### config.mk
export PLATFORM = sky130hd
export DESIGN_NAME = tws_alu
export DESIGN_NICKNAME = d
export VERILOG_FILES = /design/src/hdl/tws_pkg.sv /design/src/hdl/tws_alu.sv
export SDC_FILE = /design/constraint.sdc
export NUM_CORES = 1
export LEC_CHECK = 0
export BUFFER_PORTS_ARGS = -buffer_cell sky130_fd_sc_hd__buf_4
export CAP_MARGIN = 0
export CORE_MARGIN = 2
export CORE_UTILIZATION = 51
export DETAILED_ROUTE_END_ITERATION = 10
export GPL_ROUTABILITY_DRIVEN = 0
export PLACE_DENSITY = 0.82
export SLEW_MARGIN = 25
export SYNTH_ARGS = -nofsm -noshare
export SYNTH_HDL_FRONTEND = slang
export SYNTH_SLANG_ARGS = --single-unit
### constraint.sdc
create_clock -name vclk -period 10.4
set_input_delay 3.12 -clock vclk [all_inputs]
set_output_delay 3.12 -clock vclk [all_outputs]
set_load 0.005 [all_outputs]
### src/hdl/tws_pkg.sv
// ---------------------------------------------------------------------------
// tws_pkg
// Shared codes, default sizes and the request/response types of the
// arithmetic unit used by the timer scheduler.
// ---------------------------------------------------------------------------
package tws_pkg;

  localparam int WHEEL_SLOTS_DEF   = 256;
  localparam int HEAP_ENTRIES_DEF  = 32;
  localparam int TIMER_ENTRIES_DEF = 64;

  // input actions
  localparam logic [1:0] ACT_ADD    = 2'd0;
  localparam logic [1:0] ACT_CANCEL = 2'd1;
  localparam logic [1:0] ACT_TICK   = 2'd2;

  // result kinds
  localparam logic [1:0] KIND_ADD    = 2'd0;
  localparam logic [1:0] KIND_CANCEL = 2'd1;
  localparam logic [1:0] KIND_EXPIRY = 2'd2;

  // result status
  localparam logic [1:0] ST_OK       = 2'd0;
  localparam logic [1:0] ST_FULL     = 2'd1;
  localparam logic [1:0] ST_NOTFOUND = 2'd2;
  localparam logic [1:0] ST_INVALID  = 2'd3;

  typedef struct packed {
    logic [63:0] a;
    logic [63:0] b;
  } alu_req_t;

  typedef struct packed {
    logic [63:0] sum;
    logic        lt;
    logic        eq;
  } alu_rsp_t;

endpackage

### src/hdl/tws_alu.sv
// ---------------------------------------------------------------------------
// tws_alu
// Shared 64-bit add and compare unit: sum, unsigned less-than and equality.
// ---------------------------------------------------------------------------
module tws_alu (
  input  tws_pkg::alu_req_t req,
  output tws_pkg::alu_rsp_t rsp
);
  import tws_pkg::*;

  always_comb begin
    rsp.sum = req.a + req.b;
    rsp.lt  = (req.a < req.b);
    rsp.eq  = (req.a == req.b);
  end

endmodule

==> impl_results.md, run 1 <==
- Status: complete, no violations
- Via density per instance: ~5.7
- Number of iterations in the first detailed-routing pass: 5
- Period utilisation layout: 0.935
- Endpoint of the worst hold path: rsp[3]
- Layout Area Growth over Synthesis: 28.4%
- Type of element capturing the critical path: primary output
- Worst setup path startpoint: req[2]
- Area of all sequential standard cells: 0 sq um
- Startpoint of the lowest-slack hold path: req[65]
- Die Height: 107 microns
- Core Area: roughly 0.010 sq mm
- Grt ovf: 0
- Actual transition at the worst max-transition pin: 0.726 ns
- Number of nets at the end of the flow: between 1k and 1.5k
- Number of DRC markers in iteration 0: just under 400
- Most frequent cells in the layout: sky130_fd_sc_hd__buf_4 (195), sky130_fd_sc_hd__ha_1 (127), sky130_fd_sc_hd__inv_1 (115)
- Crit Path Max Fanout: 6
- Maximum clock frequency: about 100 MHz
- Setup TNS: 0 ns
- Number of fillers in the final layout: about 950
- Number of antenna violations at the first check in global routing: 0
- Number of I/O port buffers: between 150 and 200
- Number of clock buffer instances in the layout: 0
- Path category of the worst min-delay check: in2out
- Post-cts gate resize count: 0
- Overall via count from detail_route: 6336
- Synth warnings: 0
- Post-route DRC: 0
- Synthesized instance count: ~810
- Antenna viol nets, final: 0
- Power per Cell Area: 64.7 mW/mm^2
- Final HPWL DP: approximately 14000 microns
- Wire length of the first global-routing pass: approximately 26000 microns
- CTS Hold Buffers Added: 0
- Layout cells sized above 1: 0.232
- Chain of cells forming the critical path: buf_4 > inv_1 > ha_1 > nor2b_1 > o2111ai_1 > a2111oi_0 > o211ai_1 > a211oi_1 > o211ai_1 > o211ai_2 > a21oi_1 > o31ai_1 > xnor2_1 > buf_4
- Sequential share of the synthesized area: 0
- Arrival time worst endpoint: about 6.6 ns
- Most frequent standard cell in the layout excluding fill and tap cells: sky130_fd_sc_hd__buf_4
- Distinct cells, synth: 61
- Startpoint Class: input port
- Minimum clock period after layout: about 10 ns
- Largest net degree at the start of global routing: 11
- Antenna Cells: 0
- Cell count after placement: roughly 1.1k
- Final Max Slew Viols: 0
- Startpoint-to-endpoint class of the critical path: in2out
- Required time at the worst-slack endpoint: around 7.3 ns
- Effective utilization at floorplan: 0.524
- Number of cell rows: 37
- Total global-route track usage: 0.269
- Wirelength, routed: roughly 16000 microns
- Cell at the slowest stage of the critical path: sky130_fd_sc_hd__a2111oi_0
- Count of flip-flops and latches: 0
- Die extent in x: approximately 110 microns
- Cell area after technology mapping: around 0.0054 sq mm
- Buffers inserted during post-CTS setup optimization: 0
- Setup repair after global routing missed its margin: no
- Hold depth: 3
- Vias in the first global route: 5962
- Delay of the slowest cell on the worst path: 0.68 ns
- Die Outline Area: 0.0114 sq mm
- Worst relative slew slack: 0.503
- Pleak: about 3.5 nW
- Fin cells: approximately 1.1k
- Final count of negative-setup-slack endpoints: 0
- IO Count: 194
- IR Drop Worst-Case VDD: 0.0373 mV
- Net count after synthesis: about 1.1k
- WL per Instance: around 15 microns
- Hold Vio Cnt, Final: 0
- Mean Syn Cell Area: between 6 and 7 sq um
- Max-capacitance violation count: 0
[worst max-delay path by stage]
stage | end | depth (start not counted)
after floorplan | rsp[59] | 11
after global placement | rsp[64] | 14
after detailed placement | rsp[64] | 14
after CTS | rsp[64] | 14
after global routing | rsp[64] | 14
final | rsp[64] | 14
[stage by stage]
stage                     cell area, sq um  hold slack, ns  utilization  setup WS, ns  total power [mW]
after global routing                  6950            6.63        0.673         0.316             0.489
final                                 6950            6.60        0.673         0.674             0.449
after global placement                6950            6.60        0.673         0.846             0.441
after detailed placement              6950            6.60        0.673         0.735             0.442
after floorplan                       5410            6.39            -          1.51             0.254
after CTS                             6950            6.60        0.673         0.714             0.445
[critical path: cells and delay by family]
kind	cells	cell delay, ns
XOR/XNOR	1	0.20
buffers and inverters	3	0.26
AO/OA/AOI/OAI	8	2.47
adder cells (fa/ha/maj)	1	0.37
AND/OR/NAND/NOR	1	0.18
[cell usage after synthesis, drive strengths merged (16+ instances only)]
cell type	instances	area, sq um
nand3	16	80.1
o21bai	24	180
nor4	28	175
a21oi	107	536
nor2	73	274
nand2	22	82.6
ha	127	1590
inv	135	507
clkbuf	26	97.6
o21ai	35	179
xnor2	55	482
o31ai	20	164
nand4	23	144
[where the power goes]
group / internal (mW) / leakage, nW / switching (mW)
combinational: 0.215 / 3.47 / 0.234
sequential: 0 / 0 / 0
clock: 0 / 0 / 0
[per-layer routing]
layer	track usage	wire length (microns)
met4	0.0566	461
met1	0.361	7110
met3	0.0176	1330
met5	0	0
met2	0.473	7460
[final cells by class]
class | instances | area (sq um) | area share
multi-input cells | 644 | 4800 | 0.691
well taps | 136 | 170 | 0.0245
repair buffers | 195 | 1460 | 0.211
inverters | 136 | 510 | 0.0735
[cell families after synthesis]
logic type / after synthesis / share of synthesized area
simple gates: 198 / 0.181
fa+ha+maj: 128 / 0.297
buf+inv: 162 / 0.112
xor+xnor: 60 / 0.0972
mux: 2 / 0.00393
compound gates: 256 / 0.308
Note: power is estimated with default switching activity, not from simulation.
==> run 2, diff against run 1 <==
--- a/config.mk
+++ b/config.mk
@@ -7,6 +7,7 @@
 export LEC_CHECK = 0
 export BUFFER_PORTS_ARGS = -buffer_cell sky130_fd_sc_hd__buf_4
 export CAP_MARGIN = 0
+export CORE_ASPECT_RATIO = 0.7
 export CORE_MARGIN = 2
 export CORE_UTILIZATION = 51
 export DETAILED_ROUTE_END_ITERATION = 10
==> run 2 against run 1 <==
Against the previous run: worst hold slack improved by 0.032 ns; count of clock-buffer cells in the layout did not move; first-iteration DRC count rose by 13%; via count rose by 0.35%; routed wire length rose by 1.9%; combinational power barely moved; largest power group unchanged.
==> impl_results.md, run 2 (synthesis results as in run 1) <==
- Via density per instance: 5.74 (+0.71%)
- Most frequent cells in the layout: sky130_fd_sc_hd__buf_4 (195), sky130_fd_sc_hd__ha_1 (127), sky130_fd_sc_hd__inv_1 (115)
- CTS Hold Buffers Added: 0 (unchanged)
- Hold Vio Cnt, Final: 0 (unchanged)
- Startpoint-to-endpoint class of the critical path: in2out
- Final HPWL DP: 14400 microns (+0.70%)
- Maximum clock frequency: 104 MHz (+0.70%)
- Layout Area Growth over Synthesis: 28.3% (about the same)
- Arrival time worst endpoint: 6.54 ns (-0.07 ns)
- Power per Cell Area: 65.1 mW/mm^2 (+0.64%)
- Overall via count from detail_route: 6358 (+0.35%)
- Die Outline Area: 0.0115 sq mm (+0.11%)
- Most heavily used metal layer in global routing: met1
- Count of flip-flops and latches: 0 (unchanged)
- Crit Path Max Fanout: 6 (unchanged)
- Largest net degree at the start of global routing: 11 (unchanged)
- Core Area: 0.0103 sq mm (about the same)
- Chain of cells forming the critical path: buf_4 > inv_1 > ha_1 > nor3_1 > o21ai_1 > nand3_1 > a41oi_1 > o31a_1 > o31ai_1 > a31oi_1 > o211ai_1 > a21oi_1 > xor2_1 > buf_4
- Met3 routing resource usage after global routing: 0.0333 (+0.0157)
- Pleak: 3.47 nW (about the same)
- Final Max Slew Viols: 0 (unchanged)
- Wirelength, routed: 16700 microns (+1.9%)
- Number of I/O port buffers: 194 (unchanged)
- IO Count: 194 (unchanged)
- Actual transition at the worst max-transition pin: 0.655 ns (-0.0714 ns)
- WL per Instance: 15.1 microns (+2.3%)
- Buffers inserted during post-CTS setup optimization: 0 (unchanged)
- Number of iterations in the first detailed-routing pass: 5 (unchanged)
- Number of antenna violations at the first check in global routing: 0 (unchanged)
- Grt ovf: 0 (unchanged)
- Die Height: 90.2 microns (-16%)
- Antenna Cells: 0 (unchanged)
- Max-capacitance violation count: 0 (unchanged)
- Most frequent standard cell in the layout excluding fill and tap cells: sky130_fd_sc_hd__buf_4
- Met2 global-route usage: 0.418 (-0.0547)
- Total buffers and inverters traversed by the critical path: 3 (unchanged)
- Antenna viol nets, final: 0 (unchanged)
- Setup repair after global routing missed its margin: no
- Vias in the first global route: 5709 (-4.2%)
- Number of fillers in the final layout: 971 (+2.6%)
- Period utilisation layout: 0.929 (-0.00647)
- Post-route DRC: 0 (unchanged)
- Worst setup margin: 0.741 ns (+0.0672 ns)
- M1 GR Usage: 0.433 (+0.0719)
- Minimum clock period after layout: 9.66 ns (-0.0672 ns)
- Required time at the worst-slack endpoint: 7.28 ns (about the same)
- Die extent in x: 127 microns (+19%)
- Number of DRC markers in iteration 0: 449 (+13%)
- Type of element capturing the critical path: primary output
- Layout cells sized above 1: 0.232 (unchanged)
- Number of clock buffer instances in the layout: 0 (unchanged)
- IR Drop Worst-Case VDD: 0.0374 mV (+0.40%)
- Post-cts gate resize count: 0 (unchanged)
- Worst hold slack after final layout: 6.63 ns (+0.0325 ns)
- Number of cell rows: 31 (-16%)
- Final count of negative-setup-slack endpoints: 0 (unchanged)
- Family of cells with the greatest summed delay on the critical path: compound AO/OA/AOI/OAI gates
- Path category of the worst min-delay check: in2out
- Worst relative slew slack: 0.552 (+0.0489)
- Cell at the slowest stage of the critical path: sky130_fd_sc_hd__o31ai_1
- Status: complete, no violations
- Effective utilization at floorplan: 0.524 (about the same)
- Wire length of the first global-routing pass: 27300 microns (+4.4%)
- Number of nets at the end of the flow: 1233 (unchanged)
- Total global-route track usage: 0.277 (+0.00825)
- Setup TNS: 0 ns (unchanged)
- Startpoint Class: input port
- Area of all sequential standard cells: 0 sq um (unchanged)
- Pre-CTS WS: 0.823 ns (+0.0879 ns)
- Most prevalent standard cell on the critical path: sky130_fd_sc_hd__buf_4
- Delay of the slowest cell on the worst path: 0.48 ns (-0.20 ns)
[run 2: power by group]
group          internal [mW]  switching [mW]  total [mW]
combinational          0.216           0.236       0.452
clock                      0               0           0
sequential                 0               0           0
[run 2: layout make-up]
class	instances	area, sq um	area share
inverters	136	510	0.0736
repair buffers	195	1460	0.211
multi-input cells	644	4800	0.692
well taps	132	165	0.0238
[run 2: per-layer routing]
metal | vias to the layer above | share of wire
met2 | 319 | 0.41
met5 | - | 0
li1 | 3190 | -
met3 | 14 | 0.097
met4 | 0 | 0.0080
met1 | 2835 | 0.49
[run 2: per-stage QoR]
step / std cells / area, sq um / utilization / power, mW
2_1_floorplan: 806 / 5410 / - / 0.254
3_5_place_dp: 1107 / 6940 / 0.673 / 0.444
6_report: 1107 / 6940 / 0.673 / 0.452
4_1_cts: 1107 / 6940 / 0.673 / 0.447
3_3_place_gp: 1107 / 6940 / 0.673 / 0.442
5_1_grt: 1107 / 6940 / 0.673 / 0.495
[run 2: final timing paths]
| path | slack, ns | from | to | cells past startpoint |
|---|---|---|---|---|
| setup / recovery | 0.74 | req[2] | rsp[61] | 14 |
| hold / removal | 6.63 | req[65] | rsp[3] | 3 |
==> run 3, diff against run 2 <==
--- a/config.mk
+++ b/config.mk
@@ -5,6 +5,7 @@
 export SDC_FILE = /design/constraint.sdc
 export NUM_CORES = 1
 export LEC_CHECK = 0
+export ABC_AREA = 1
 export BUFFER_PORTS_ARGS = -buffer_cell sky130_fd_sc_hd__buf_4
 export CAP_MARGIN = 0
 export CORE_ASPECT_RATIO = 0.7
@@ -12,7 +13,7 @@
 export CORE_UTILIZATION = 51
 export DETAILED_ROUTE_END_ITERATION = 10
 export GPL_ROUTABILITY_DRIVEN = 0
-export PLACE_DENSITY = 0.82
+export PLACE_DENSITY = 0.77
 export SLEW_MARGIN = 25
 export SYNTH_ARGS = -nofsm -noshare
 export SYNTH_HDL_FRONTEND = slang
==> run 3 against run 2 <==
Against the previous run: critical path depth increased by 2; global-route usage up 3.9 points; core utilization fell by 3.8 points; first-iteration DRC count up 79%; area after synthesis grew 40%; die area rose by 39%; non-clock buffer count decreased by 1; routed wire length increased by 54%; synthesized cell count grew 90%; largest cell class unchanged; highest routed layer unchanged.
==> impl_results.md, run 3 <==
- Number of clock buffer instances in the layout: 0 (unchanged)
- Worst setup path startpoint: req[0]
- Type of element capturing the critical path: primary output
- Number of nets at the end of the flow: 1982 (+61%)
- Largest family of logic cells by synthesized area: simple AND/OR/NAND/NOR gates
- Detailed route wirelength on metal2: 9410 microns (+38%)
- Final count of negative-setup-slack endpoints: 0 (unchanged)
- Top-count cell post-synth: sky130_fd_sc_hd__nand2_1
- Startpoint of the lowest-slack hold path: req[65]
- Via density per instance: 4.91 (-14%)
- Final HPWL DP: 23200 microns (+61%)
- Number of DRC markers in iteration 0: 802 (+79%)
- Total global-route track usage: 0.316 (+0.0387)
- Final Max Slew Viols: 0 (unchanged)
- Minimum clock period after layout: 8.49 ns (-1.17 ns)
- Die Height: 106 microns (+18%)
- Buffers inserted during post-CTS setup optimization: 0 (unchanged)
- Synth warnings: 0 (unchanged)
- IO Count: 194 (unchanged)
- Grt ovf: 0 (unchanged)
- Xor and xnor area share after synthesis: 0.0358 (-0.0614)
- Adder-cell share of the synthesized area: 0.212 (-0.0855)
- Synthesized instance count: 1530 (+90%)
- Simple-Gate Fraction of Synth Area: 0.457 (+0.276)
- Met3 layer wire length in the routed design: 3150 microns (+93%)
- Number of cell rows: 37 (+19%)
- Antenna Cells: 0 (unchanged)
- Synth cell count leaders: sky130_fd_sc_hd__nand2_1 (551), sky130_fd_sc_hd__inv_1 (388), sky130_fd_sc_hd__ha_1 (127), sky130_fd_sc_hd__nor2_1 (125), sky130_fd_sc_hd__a21oi_1 (89)
- Cell accounting for the most synthesized area: sky130_fd_sc_hd__nand2_1
- Share of the synthesized area in compound gates (AO/OA/AOI/OAI): 0.0894 (-0.218)
- Mean Syn Cell Area: 4.96 sq um (-26%)
- WL per Instance: 13.4 microns (-11%)
- Multiplexer fraction of the synthesized cell area: 0 (-0.00393)
- Cell area after technology mapping: 0.00759 sq mm (+40%)
- Startpoint-to-endpoint class of the critical path: in2out
- Number of I/O port buffers: 194 (unchanged)
- Vias in the first global route: 8303 (+45%)
- Max-capacitance violation count: 0 (unchanged)
- Overall via count from detail_route: 9426 (+48%)
- Wire length on met1: 12800 microns (+58%)
- Die extent in x: 150 microns (+18%)
- Arrival time worst endpoint: 5.37 ns (-1.17 ns)
- Effective utilization at floorplan: 0.519 (-0.00544)
- Worst relative slew slack: 0.565 (+0.0133)
- CTS Hold Buffers Added: 0 (unchanged)
- Setup TNS: 0 ns (unchanged)
- Die Outline Area: 0.0159 sq mm (+39%)
- Layout cells sized above 1: 0.157 (-0.0746)
- Required time at the worst-slack endpoint: 7.28 ns (about the same)
- Most frequent standard cell in the layout excluding fill and tap cells: sky130_fd_sc_hd__nand2_1
- Pleak: 5.99 nW (+73%)
- Sequential share of the synthesized area: 0 (unchanged)
- IR Drop Worst-Case VDD: 0.0318 mV (-15%)
- Wirelength, routed: 25700 microns (+54%)
- Area fraction of the dominant cell type after synthesis: 0.273 (-0.0213)
- Status: complete, no violations
- Path category of the worst min-delay check: in2out
- Net count after synthesis: 1786 (+68%)
- Most area-consuming cells after synthesis: sky130_fd_sc_hd__nand2_1 (27%), sky130_fd_sc_hd__ha_1 (21%), sky130_fd_sc_hd__inv_1 (19%), sky130_fd_sc_hd__nor2_1 (6.2%), sky130_fd_sc_hd__a21oi_1 (5.9%)
- Number of iterations in the first detailed-routing pass: 6 (+1)
- Period utilisation layout: 0.817 (-0.112)
- Largest net degree at the start of global routing: 9 (-2)
- Layout Area Growth over Synthesis: 22.4%
- Count of flip-flops and latches: 0 (unchanged)
- Distinct cells, synth: 28 (-54%)
- Number of antenna violations at the first check in global routing: 0 (unchanged)
- Power per Cell Area: 57.0 mW/mm^2 (-12%)
- Pre-CTS WS: 1.99 ns (+1.16 ns)
- Hold Vio Cnt, Final: 0 (unchanged)
- Crit Path Max Fanout: 4 (-2)
- Actual transition at the worst max-transition pin: 0.647 ns (-0.00802 ns)
- Wire length of the first global-routing pass: 40800 microns (+49%)
- Post-cts gate resize count: 0 (unchanged)
- Maximum clock frequency: 118 MHz (+14%)
- Setup repair after global routing missed its margin: no
- Core Area: 0.0146 sq mm (+42%)
- Area of all sequential standard cells: 0 sq um (unchanged)
- Worst setup margin: 1.91 ns (+1.17 ns)
- Startpoint Class: input port
- Top layer reached by signal wires: met4
- Post-route DRC: 0 (unchanged)
- Most frequent cells in the layout: sky130_fd_sc_hd__nand2_1 (551), sky130_fd_sc_hd__inv_1 (388), sky130_fd_sc_hd__buf_4 (194)
- Antenna viol nets, final: 0 (unchanged)
## run 3: cell families (layout without fill, tap and decap cells)
family	Yosys count	in the layout
AOI/OAI and AO/OA	131	131
buffers and inverters	416	610
and+or+nand+nor	824	824
adders and majority gates	128	128
xor gates and xnor gates	31	31
## run 3: worst paths after layout
| path | end | cells after the start |
|---|---|---|
| worst min-delay path | rsp[3] | 3 |
| worst max-delay path | rsp[60] | 16 |
## run 3: worst max-delay path: stages
cell                      delay, ns
sky130_fd_sc_hd__buf_4         0.11
sky130_fd_sc_hd__ha_1          0.22
sky130_fd_sc_hd__fa_1          0.41
sky130_fd_sc_hd__nand2_1       0.11
sky130_fd_sc_hd__nand2_1       0.07
sky130_fd_sc_hd__nand3_1       0.07
sky130_fd_sc_hd__nand2_1       0.15
sky130_fd_sc_hd__nand2_1       0.10
sky130_fd_sc_hd__nand2_1       0.10
sky130_fd_sc_hd__nand2_1       0.08
sky130_fd_sc_hd__nand3_1       0.30
sky130_fd_sc_hd__nand2_1       0.21
sky130_fd_sc_hd__nand2_1       0.07
sky130_fd_sc_hd__nand2_1       0.06
sky130_fd_sc_hd__nand2_1       0.05
sky130_fd_sc_hd__buf_4         0.13
## run 3: layer usage
| metal | GRT usage | up-vias |
|---|---|---|
| li1 | - | 4923 |
| met5 | 0 | - |
| met4 | 0.0411 | 0 |
| met3 | 0.0635 | 28 |
| met1 | 0.496 | 4037 |
| met2 | 0.445 | 438 |
## run 3: area by class of cell
type	count	area, sq um
Multi-Input combinational cell	1114	6030
Tap cell	195	244
Fill cell	1539	5340
Timing Repair Buffer	194	1460
Inverter	416	1560
## run 3: per-stage QoR
step | power, mW | utilization | hold WS, ns | instance area [sq um] | cells
floorplan | 0.298 | - | 6.39 | 7590 | 1530
global placement | 0.511 | 0.635 | 6.60 | 9290 | 1919
detailed placement | 0.517 | 0.635 | 6.61 | 9290 | 1919
CTS | 0.520 | 0.635 | 6.61 | 9290 | 1919
global route | 0.585 | 0.635 | 6.62 | 9290 | 1919
finish | 0.530 | 0.635 | 6.61 | 9290 | 1919
## run 3: power by group
| group | switching, mW | internal, mW |
|---|---|---|
| Combinational | 0.318 | 0.212 |
| Sequential | 0 | 0 |
| Clock | 0 | 0 |
